<file path="config.mk">
export PLATFORM = sky130hd
export DESIGN_NAME = qrs_queue
export DESIGN_NICKNAME = d
export VERILOG_FILES = /design/src/design/qrs_pkg.sv /design/src/design/qrs_queue.sv
export SDC_FILE = /design/constraint.sdc
export NUM_CORES = 1
export LEC_CHECK = 0
export BUFFER_PORTS_ARGS = -buffer_cell sky130_fd_sc_hd__buf_2
export CELL_PAD_IN_SITES_DETAIL_PLACEMENT = 0
export CELL_PAD_IN_SITES_GLOBAL_PLACEMENT = 1
export CORE_ASPECT_RATIO = 0.5
export CORE_UTILIZATION = 25
export CTS_BUF_LIST = sky130_fd_sc_hd__clkbuf_16
export DETAILED_ROUTE_END_ITERATION = 8
export GPL_TIMING_DRIVEN = 0
export PLACE_DENSITY = 0.45
export SLEW_MARGIN = 20
export SYNTH_ARGS = -nofsm -noshare
export SYNTH_HDL_FRONTEND = slang
export SYNTH_SLANG_ARGS = --single-unit
</file>
<file path="constraint.sdc">
create_clock -name clk -period 7.1 [get_ports clk]
set_input_delay 0.355 -clock clk [delete_from_list [all_inputs] [get_ports clk]]
set_output_delay 0.355 -clock clk [all_outputs]
set_load 0.05 [all_outputs]
</file>
<file path="src/design/qrs_pkg.sv">
`default_nettype none
package qrs_pkg;

	localparam int COEF_WIDTH = 24;
	localparam int FRAC_BITS  = 12;
	localparam int ROOT_WIDTH = 40;

	// Discriminant: signed width, and width of its magnitude.
	localparam int D_W   = 2 * COEF_WIDTH + 3;
	localparam int DM_W  = 2 * COEF_WIDTH + 1;
	// Square root of |D| scaled by 2^(2*FRAC_BITS).
	localparam int SQ_W  = (DM_W + 2 * FRAC_BITS + 1) / 2;
	localparam int RAD_W = 2 * SQ_W;
	localparam int RM_W  = SQ_W + 2;
	// Numerators of the divisions by 2a.
	localparam int NB_W  = COEF_WIDTH + FRAC_BITS + 1;
	localparam int NUM_W = ((NB_W > SQ_W + 1) ? NB_W : SQ_W + 1) + 1;
	localparam int DEN_W = COEF_WIDTH + 1;
	localparam int DR_W  = DEN_W + 1;
	localparam int DIV_LAT = NUM_W + 1;
	localparam int QS_W  = NUM_W + 1;
	localparam int EXT_W = ((QS_W > ROOT_WIDTH) ? QS_W : ROOT_WIDTH) + 1;

	localparam int IN_DATA_W  = ((3 * COEF_WIDTH + 7) / 8) * 8;
	localparam int OUT_DATA_W = ((3 * ROOT_WIDTH + 7) / 8) * 8;
	localparam int OUT_USER_W = 4;

	localparam int Q_DEPTH = 4;
	localparam int Q_PTR_W = $clog2(Q_DEPTH);
	localparam int Q_CNT_W = $clog2(Q_DEPTH + 1);

	localparam logic [1:0] KIND_TWO_REAL = 2'd0;
	localparam logic [1:0] KIND_DOUBLE   = 2'd1;
	localparam logic [1:0] KIND_COMPLEX  = 2'd2;

	typedef struct packed {
		logic lz;
		logic neg;
		logic zero;
	} cls_t;

	typedef struct packed {
		cls_t                          cls;
		logic signed [COEF_WIDTH-1:0]  a;
		logic signed [NB_W-1:0]        nb;
	} tag_t;

	typedef struct packed {
		tag_t            tag;
		logic [DM_W-1:0] dm;
	} item_t;

	typedef struct packed {
		logic [ROOT_WIDTH-1:0] val;
		logic                  ovf;
	} sat_t;

	// Applies the sign to an unsigned quotient and clamps it to the root range.
	function automatic sat_t sat_root(input logic [NUM_W-1:0] q, input logic neg);
		logic signed [EXT_W-1:0] v;
		logic signed [EXT_W-1:0] hi;
		logic signed [EXT_W-1:0] lo;
		sat_t r;
		v  = $signed({{(EXT_W-NUM_W){1'b0}}, q});
		if (neg) begin
			v = -v;
		end
		hi = $signed({{(EXT_W-ROOT_WIDTH+1){1'b0}}, {(ROOT_WIDTH-1){1'b1}}});
		lo = ~hi;
		if (v > hi) begin
			r.val = hi[ROOT_WIDTH-1:0];
			r.ovf = 1'b1;
		end else if (v < lo) begin
			r.val = lo[ROOT_WIDTH-1:0];
			r.ovf = 1'b1;
		end else begin
			r.val = v[ROOT_WIDTH-1:0];
			r.ovf = 1'b0;
		end
		return r;
	endfunction

endpackage
`default_nettype wire

</file>
<file path="src/design/qrs_queue.sv">
`default_nettype none
module qrs_queue (
	input  wire logic           clk,
	input  wire logic           arst_n,
	input  wire logic           push,
	input  wire qrs_pkg::item_t din,
	output logic                full,
	input  wire logic           pop,
	output qrs_pkg::item_t      dout,
	output logic                empty
);
	import qrs_pkg::*;

	item_t               mem_q [Q_DEPTH];
	logic [Q_PTR_W-1:0]  wr_q, rd_q;
	logic [Q_CNT_W-1:0]  cnt_q;

	assign full  = (cnt_q == Q_CNT_W'(Q_DEPTH));
	assign empty = (cnt_q == '0);
	assign dout  = mem_q[rd_q];

	always_ff @(posedge clk) begin
		if (push) mem_q[wr_q] <= din;
	end

	always_ff @(posedge clk or negedge arst_n) begin
		if (!arst_n) begin
			wr_q  <= '0;
			rd_q  <= '0;
			cnt_q <= '0;
		end else begin
			if (push) wr_q <= wr_q + 1'b1;
			if (pop)  rd_q <= rd_q + 1'b1;
			if (push && !pop) cnt_q <= cnt_q + 1'b1;
			else if (pop && !push) cnt_q <= cnt_q - 1'b1;
		end
	end
endmodule
`default_nettype wire

</file>
==> run_results.csv <==
group,metric,value,unit
die,design.core.area,0.06549,mm^2
drt,vias_per_cell,4.020,
power,p_leak,7.372,nW
die,die_area,0.06782,mm^2
finish,synthToLayoutAreaGrowth,29.77,%
clocking,source_to_sink_clock_delay_at_the_later_pin_of_the_worst_skew_pair,0.55,ns
synthesis,post-synth-top-area-cell,"edfxtp_1",
clocking,post_cts_gate_resize_count,0,
drt,antenna_left,0,
global_route,grt.met2_usage,21.58,%
clocking,htree_levels,2,
global_route,grtUsageMet3,1.828,%
clocking,cts_hold_buffers,97,
clocking,clock_tree.buffer_depth,3,
global_route,first_pass_grt_wire_length,54.67,mm
drt,finalWirelength,37.35,mm
sta,rsz0062_at_grt,"no",
power,power,9.899,mW
clocking,numCtsBuffers,46,
synthesis,synth.yosys.warnings,0,
setup_path,reg2reg_depth,5,
finish,drive_gt1_share,42.27,%
sta,slew-limit-headroom,46.53,%
die,die_h,184.6,um
drt,route.detailed.drc,0,
finish,nNetsFinal,1135,
synthesis,synthDistinctLibCells,19,
worst_hold_path,holdPathStages,1,
synthesis,avgSynthCellArea,26.69,um^2
synthesis,synthArstFlopShare,1.525,%
drt,wire_per_inst,19.33,um
synthesis,mappedNetlistNets,748,
setup_path,rrSetupSlack,4.98,ns
place,place.detailed.hpwl,24.57,mm
clocking,cts_sinks,459,
synthesis,number_of_synthesized_flops_with_an_enable_pin,452,
drt,vias,7766,
clocking,cts_post_setup_buffers_inserted,0,
sta,setup_viol_count_final,0,
setup_path,rr_endpoint,"mem_q[2][54]",
drt,drt_first_iter_violations,498,
synthesis,synth_top_cells_by_count,"452 x edfxtp_1, 113 x mux4_2, 14 x buf_2",
drt,drt-pass1-iter-count,4,
synthesis,netlist_top_cells_area,"edfxtp_1 81%, mux4_2 15%, dfrtp_1 1.1%, buf_6 0.47%, buf_2 0.42%",
worst_hold_path,min-delay-start,"din[42]",
setup_path,required,6.74,ns
sta,period_share,38.44,%
place,portBuffers,231,
sta,maxClockFrequency,0.3664,GHz
clocking,clock-root-buffer,"clkbuf_16",
synthesis,number_of_flip_flops_and_latches_in_the_synthesized_netlist,459,
setup_path,timing.critical_path.to_type,"output port",
global_route,grt_most_used_layer,"met2",
global_route,grt_antenna_before_repair,0,
synthesis,register_area_share_after_synthesis,82.42,%
setup_path,worst-endpoint-arrival,2.37,ns
worst_hold_path,worst_hold_end,"mem_q[2][42]",
synthesis,yosysMostFrequentCell,"edfxtp_1",
power,power_density,457.3,mW/mm^2
setup_path,rr_startpoint,"wr_q[0]",
power,worst_ir_drop_vdd,181.0,uV
place,gp_routability_congestion,0.6580,
synthesis,synthFlopType,"edfxtp_1",
global_route,grt_use_met1,12.30,%
die,floorplan.initialDensity,25.47,%
die,top_level_ports,232,
setup_path,timing.setup.critical_path_class,"flop to output port",
global_route,globalRouteTotalUtil,11.00,%
clocking,clk_transition_reported_paths,0.06,ns
finish,antennaDiodeCount,0,
sta,timing.setup.tns,0,ns
sta,finalHoldViolations,0,
setup_path,start_kind,"flop",
sta,hold-worst-slack,0.03114,ns
worst_hold_path,hp-class,"input pin to flop",
global_route,global_route.overflow_total,0,
synthesis,synthesis.area,0.01668,mm^2
run_status,status,"complete, no violations",
global_route,grt_start_max_net_pins,42,
global_route,grt_pass1_vias,8721,
sta,tightest_slew,0.8021,ns
sta,final-max-slew-violation-count,0,
die,die_x,367.3,um
die,rows,66,
setup_path,crit_path_max_fanout,10,
sta,clock-skew-final,0.01469,ns
synthesis,post_synth_inst_count,625,
sta,layout_min_cycle_time,2.729,ns
clocking,clock_tree_from_tritoncts,"done",
run,maxCapViolCount,0,
synthesis,yosys.area.top_type_share,81.37,%
[state kept, by name (all words and copies together), names as in the netlist]
name,count
cnt_q,3
mem_q,452
rd_q,2
wr_q,2
[layer usage]
| metal | wire length [um] | part of all wire, % |
|---|---|---|
| met1 | 14220 | 38 |
| met5 | 0 | 0 |
| met2 | 21510 | 58 |
| met4 | 612 | 1.6 |
| met3 | 1015 | 2.7 |
[how the worst max path moves through the flow]
stage          slack, ns  depth (start not counted)            to  startpoint
6_report            4.37                          5      dout[87]     rd_q[1]
5_1_grt             4.20                          5      dout[33]     rd_q[1]
4_1_cts             4.25                          5      dout[54]     rd_q[1]
3_5_place_dp        4.86                          5      dout[55]     rd_q[1]
3_3_place_gp        0.74                          3  mem_q[2][62]     wr_q[0]
2_1_floorplan       3.40                          3   mem_q[2][0]     wr_q[0]
[cell type report]
class                           instances  area, um^2
Sequential cell                       459       13750
Multi-Input combinational cell        136        2755
Timing Repair Buffer                  339        2400
Clock inverter                         35       224.0
Tap cell                              884        1106
Buffer                                 26       171.4
Fill cell                            6183       43840
Clock buffer                           49        1226
Inverter                                4       15.01
[critical path: stages, from the launching register on]
cell and delay, ns:
dfrtp_1 0.31, buf_2 0.17, buf_2 0.36, buf_2 0.38, mux4_2 0.36, buf_2 0.23
[cells in the final DEF (no fill, tap or decap), types with 8 or more instances in the layout]
| cell | n |
|---|---|
| edfxtp_1 | 452 |
| buf_2 | 245 |
| mux4_2 | 113 |
| dlygate4sd3_1 | 97 |
| clkbuf_16 | 49 |
| inv_1 | 17 |
| clkinv_1 | 10 |
| clkinv_2 | 8 |
[per-stage QoR]
| stage | instance area (um^2) | utilization (%) | worst slack, ns | instances |
|---|---|---|---|---|
| 3_3_place_gp | 18940 | 28.93 | 0.7401 | 1740 |
| 3_5_place_dp | 19220 | 29.36 | 4.858 | 1751 |
| 5_1_grt | 21650 | 33.05 | 4.196 | 1932 |
| 2_1_floorplan | 16680 | - | 3.398 | 625 |
| 4_1_cts | 21650 | 33.05 | 4.246 | 1932 |
| 6_report | 21650 | 33.05 | 4.371 | 1932 |
[power by group]
| group | switching, mW | internal, mW | total [mW] |
|---|---|---|---|
| logic | 2.75 | 1.19 | 3.94 |
| registers | 0.0995 | 3.54 | 3.64 |
| clock network | 0.982 | 1.35 | 2.33 |
[cells by family after synthesis]
family / count (synthesis) / share of synthesized area [%]
DFF: 459 / 82.42
adders and majority gates: 6 / 0.4951
buffers and inverters: 30 / 1.118
muxes: 114 / 15.33
xor gates and xnor gates: 6 / 0.3151
and+or+nand+nor: 9 / 0.2925
AOI/OAI and AO/OA: 1 / 0.02998
Note: power is estimated with default switching activity, not from simulation.
