<file path="config.mk">
export PLATFORM = sky130hd
export DESIGN_NAME = qrs_front
export DESIGN_NICKNAME = d
export VERILOG_FILES = /design/src/design/qrs_pkg.sv /design/src/design/qrs_front.sv
export SDC_FILE = /design/constraint.sdc
export NUM_CORES = 2
export LEC_CHECK = 0
export BUFFER_PORTS_ARGS = -buffer_cell sky130_fd_sc_hd__clkbuf_2
export CAP_MARGIN = 20
export CORE_MARGIN = 5
export CORE_UTILIZATION = 50
export DETAILED_ROUTE_END_ITERATION = 12
export GPL_ROUTABILITY_DRIVEN = 0
export HOLD_SLACK_MARGIN = 0.15
export MAX_ROUTING_LAYER = met4
export PLACE_DENSITY = 0.66
export SLEW_MARGIN = 10
export SYNTH_ARGS = -nofsm -noshare
export SYNTH_HDL_FRONTEND = slang
export SYNTH_SLANG_ARGS = --single-unit
</file>
<file path="constraint.sdc">
create_clock -name clk -period 7.8 [get_ports clk]
set_clock_uncertainty 0.2 [all_clocks]
set_input_delay 1.56 -clock clk [delete_from_list [all_inputs] [get_ports clk]]
set_output_delay 1.56 -clock clk [all_outputs]
set_load 0.03 [all_outputs]
</file>
<file path="src/design/qrs_pkg.sv">
`default_nettype none
package qrs_pkg;

	localparam int COEF_WIDTH = 24;
	localparam int FRAC_BITS  = 12;
	localparam int ROOT_WIDTH = 40;

	// Discriminant: signed width, and width of its magnitude.
	localparam int D_W   = 2 * COEF_WIDTH + 3;
	localparam int DM_W  = 2 * COEF_WIDTH + 1;
	// Square root of |D| scaled by 2^(2*FRAC_BITS).
	localparam int SQ_W  = (DM_W + 2 * FRAC_BITS + 1) / 2;
	localparam int RAD_W = 2 * SQ_W;
	localparam int RM_W  = SQ_W + 2;
	// Numerators of the divisions by 2a.
	localparam int NB_W  = COEF_WIDTH + FRAC_BITS + 1;
	localparam int NUM_W = ((NB_W > SQ_W + 1) ? NB_W : SQ_W + 1) + 1;
	localparam int DEN_W = COEF_WIDTH + 1;
	localparam int DR_W  = DEN_W + 1;
	localparam int DIV_LAT = NUM_W + 1;
	localparam int QS_W  = NUM_W + 1;
	localparam int EXT_W = ((QS_W > ROOT_WIDTH) ? QS_W : ROOT_WIDTH) + 1;

	localparam int IN_DATA_W  = ((3 * COEF_WIDTH + 7) / 8) * 8;
	localparam int OUT_DATA_W = ((3 * ROOT_WIDTH + 7) / 8) * 8;
	localparam int OUT_USER_W = 4;

	localparam int Q_DEPTH = 4;
	localparam int Q_PTR_W = $clog2(Q_DEPTH);
	localparam int Q_CNT_W = $clog2(Q_DEPTH + 1);

	localparam logic [1:0] KIND_TWO_REAL = 2'd0;
	localparam logic [1:0] KIND_DOUBLE   = 2'd1;
	localparam logic [1:0] KIND_COMPLEX  = 2'd2;

	typedef struct packed {
		logic lz;
		logic neg;
		logic zero;
	} cls_t;

	typedef struct packed {
		cls_t                          cls;
		logic signed [COEF_WIDTH-1:0]  a;
		logic signed [NB_W-1:0]        nb;
	} tag_t;

	typedef struct packed {
		tag_t            tag;
		logic [DM_W-1:0] dm;
	} item_t;

	typedef struct packed {
		logic [ROOT_WIDTH-1:0] val;
		logic                  ovf;
	} sat_t;

	// Applies the sign to an unsigned quotient and clamps it to the root range.
	function automatic sat_t sat_root(input logic [NUM_W-1:0] q, input logic neg);
		logic signed [EXT_W-1:0] v;
		logic signed [EXT_W-1:0] hi;
		logic signed [EXT_W-1:0] lo;
		sat_t r;
		v  = $signed({{(EXT_W-NUM_W){1'b0}}, q});
		if (neg) begin
			v = -v;
		end
		hi = $signed({{(EXT_W-ROOT_WIDTH+1){1'b0}}, {(ROOT_WIDTH-1){1'b1}}});
		lo = ~hi;
		if (v > hi) begin
			r.val = hi[ROOT_WIDTH-1:0];
			r.ovf = 1'b1;
		end else if (v < lo) begin
			r.val = lo[ROOT_WIDTH-1:0];
			r.ovf = 1'b1;
		end else begin
			r.val = v[ROOT_WIDTH-1:0];
			r.ovf = 1'b0;
		end
		return r;
	endfunction

endpackage
`default_nettype wire

</file>
<file path="src/design/qrs_front.sv">
`default_nettype none
module qrs_front (
	input  wire logic                                clk,
	input  wire logic                                arst_n,
	input  wire logic                                in_valid,
	output logic                                     in_ready,
	input  wire logic signed [qrs_pkg::COEF_WIDTH-1:0] coef_a,
	input  wire logic signed [qrs_pkg::COEF_WIDTH-1:0] coef_b,
	input  wire logic signed [qrs_pkg::COEF_WIDTH-1:0] coef_c,
	input  wire logic                                q_full,
	output logic                                     push,
	output qrs_pkg::item_t                           item
);
	import qrs_pkg::*;

	logic v_s1, v_s2, v_s3;
	logic f1, f2, f3;
	logic signed [COEF_WIDTH-1:0]   a_s1, b_s1, a_s2;
	logic signed [2*COEF_WIDTH-1:0] bsq_s1, p_s1;
	logic signed [D_W-1:0]          d_s2;
	logic signed [NB_W-1:0]         nb_s2;
	item_t                          item_s3;
	logic signed [D_W-1:0]          d_abs;

	assign push     = v_s3 && !q_full;
	assign f3       = !v_s3 || push;
	assign f2       = !v_s2 || f3;
	assign f1       = !v_s1 || f2;
	assign in_ready = f1;
	assign item     = item_s3;

	assign d_abs = d_s2[D_W-1] ? -d_s2 : d_s2;

	always_ff @(posedge clk or negedge arst_n) begin
		if (!arst_n) begin
			v_s1 <= 1'b0;
			v_s2 <= 1'b0;
			v_s3 <= 1'b0;
		end else begin
			if (f1) v_s1 <= in_valid;
			if (f2) v_s2 <= v_s1;
			if (f3) v_s3 <= v_s2;
		end
	end

	always_ff @(posedge clk) begin
		if (f1) begin
			a_s1   <= coef_a;
			b_s1   <= coef_b;
			bsq_s1 <= coef_b * coef_b;
			p_s1   <= coef_a * coef_c;
		end
		if (f2) begin
			a_s2  <= a_s1;
			d_s2  <= D_W'(bsq_s1) - (D_W'(p_s1) <<< 2);
			nb_s2 <= -(NB_W'(b_s1) <<< FRAC_BITS);
		end
		if (f3) begin
			item_s3.tag.cls.lz   <= (a_s2 == '0);
			item_s3.tag.cls.neg  <= d_s2[D_W-1];
			item_s3.tag.cls.zero <= (d_s2 == '0);
			item_s3.tag.a        <= a_s2;
			item_s3.tag.nb       <= nb_s2;
			item_s3.dm           <= d_abs[DM_W-1:0];
		end
	end
endmodule
`default_nettype wire

</file>
==> impl_metrics.toml <==
[outcome]
run_status = "finished, final reports clean"

[clock_network]
clk_latency_ps = 620
root_buffer = "clkbuf_16"
tritoncts = "yes"
clockBufferDepth = 3
clk_pin_slew_ps = 60
hold_buffers = 0
cts.sinks = 343
numCtsBuffers = 41
htreeDepth = 2

[final_layout]
final_net_count = 7606
syn_to_final_growth_pct = 19.4
drive_gt1_share_pct = 19.2
final_cell_mix = "inv_1 (1320), fa_1 (1127), buf_4 (620), nand2_1 (541), edfxtp_1 (340)"
layout_commonest_cell = "inv_1"
final_util_pct = 60.0

[detailed_routing]
vias_per_cell = 5.11
routedWlPerCell_microns = 17.3
detail-route-antenna-nets = 0
drt_iter0_drc = 2043
drtPass1Iterations = 5
wl_microns = 129000
vias = 38226
drcViolationCount = 0

[worst_hold_path]
holdCritPathClass = "reg2reg"

[sta]
rsz0062_at_grt = "true"
period_share_pct = 100
max_freq_mhz = 128
finalMaxSlewViolations = 0
relSlewSlack_pct = 33.6
worst_pin_slew_ps = 995
fin_crit_ps = 7800
setup_viol = 0
final_hold_viol_count = 0

[die]
die-height_microns = 340
die_x_microns = 340
initial_core_util_pct = 50.3
core_sq_mm = 0.109
rows = 121
ioPinCount = 191
die-area_sq_mm = 0.116

[global_route]
grtUsageTotal_pct = 23.8
antenna_found_initial = 2
grt-ovfl-total = 0
grt_first_pass_wirelength_microns = 213000
grt_max_degree = 76
grt_pass1_vias = 41660

[setup_path]
worst_ep_required_time_ps = 7940
path_max_fanout = 9
critPathKind = "in2reg"
worst_setup_path_end_kind = "register"
critPathLaunchType = "primary input"
crit_arrival_ps = 7940

[logic_synthesis]
synth_cells = 5302
ys_types = 73
synth_flop_cell = "edfxtp_1"
synth_seq_cells = 343
yosysSeqAreaShare_pct = 18.9
syn_area_per_cell_sq_um = 10.3
netlist_area_sq_mm = 0.0546
synth-edff-count = 340
yosys_warnings = 0
synth-async-reset-ratio_pct = 0.875

[flow_run]
maxCapViolCount = 0

[placed_design]
port_buffers = 178
place_hpwl_microns = 110000
[synthesized netlist by cell type, types with 17 or more instances]
cell type	n	share of area, %
inv_1	1347	9.3
fa_1	1163	43
nand2_1	567	3.9
and2_1	359	4.1
edfxtp_1	340	19
ha_1	333	7.6
xnor2_1	173	2.8
clkbuf_1	166	1.1
a21oi_1	131	1.2
nor2_1	129	0.89
o21ai_0	83	0.76
a21o_1	64	0.88
xor2_1	55	0.88
nand2b_1	32	0.37
nor3_1	27	0.25
nand3_1	25	0.23
nor2b_1	25	0.29
o21bai_1	24	0.33
nor4_1	19	0.22
o21a_1	19	0.26
nand4_1	18	0.21
a31oi_1	17	0.19
o31ai_1	17	0.23
[metrics by stage]
step	hold WS, ps	setup TNS [ps]	setup WS, ps	cells	cell area, sq um
2_1_floorplan	200	-6800	-224	5313	55400
5_1_grt	220	-1110	-173	7479	65200
6_report	212	0	3.48	7479	65200
3_5_place_dp	205	-25430	-1020	7363	62200
3_3_place_gp	201	-24140	-912	7363	62200
4_1_cts	211	-35.0	-34.7	7458	64100
[layer usage]
layer	vias to the layer above	part of all wire [%]	wire, microns	global-route usage, %
li1	17418	-	-	-
met2	1011	50	64700	39.4
met3	290	5.3	6850	2.99
met5	-	0	0	-
met4	0	4.3	5530	8.88
met1	19507	40	52200	30.4
[final timing paths]
path                                 from    endpoint  slack [ps]  cells past startpoint
worst max-delay path            coef_b[1]  bsq_s1[47]           3                     24
worst min-delay path             a_s2[14]   item[100]         210                      0
worst max register to register  bsq_s1[2]    d_s2[50]        3690                     13
worst min register to register   a_s2[14]   item[100]         210                      0
max in group asynchronous          arst_n        v_s2        6750                      1
min in group asynchronous          arst_n        v_s3         530                      1
[logic make-up (layout without fill, tap and decap cells)]
kind of cell / count (synthesis) / after routing / synth area share (%)
DFF: 343 / 343 / 18.9
buffers and inverters: 1533 / 2283 / 10.6
muxes: 2 / 2 / 0.0390
other: 1 / 14 / 0.00687
AOI/OAI and AO/OA: 438 / 438 / 5.22
xor gates and xnor gates: 228 / 228 / 3.66
adders and majority gates: 1496 / 1496 / 50.3
and+or+nand+nor: 1261 / 1261 / 11.3
[worst max-delay path, cell delays in order]
cell	delay [ps]
clkbuf_8	140
buf_12	150
and2_4	170
fa_2	530
buf_4	180
fa_2	600
inv_2	90
buf_4	150
fa_2	610
inv_2	60
fa_2	540
fa_1	400
fa_1	520
fa_1	410
ha_1	200
buf_4	140
a21o_1	180
o21a_1	200
nor4_2	270
buf_4	180
a211oi_1	80
a2111oi_2	290
a21oi_1	150
xnor2_1	140
[registers in the layout, indices dropped and copies added, names as in the netlist]
name	flops
b_s1	24
item	100
bsq_s1	46
nb_s2	24
v_s1	1
a_s2	24
v_s2	1
d_s2	50
v_s3	1
a_s1	24
p_s1	48
[timing repair]
item                                    in CTS  in global routing
setup buffers                               21                 16
gates resized for setup                     72                270
endpoints found under the setup margin      16                 28
cloned                                       2                  3
pin swaps                                   45                119
[final cells by class]
cell class | instances | area, sq um
Clock buffer | 48 | 1050
Antenna cell | 2 | 5.00
Multi-Input combinational cell | 3437 | 39600
Sequential cell | 343 | 10300
Fill cell | 8924 | 43400
Clock inverter | 24 | 300
Inverter | 1349 | 5070
Tap cell | 1414 | 1770
Timing Repair Buffer | 862 | 7070
Power is left out: the tool's default activity adds up to more than one toggle a clock period on the data nets, which glitch-free logic cannot reach.
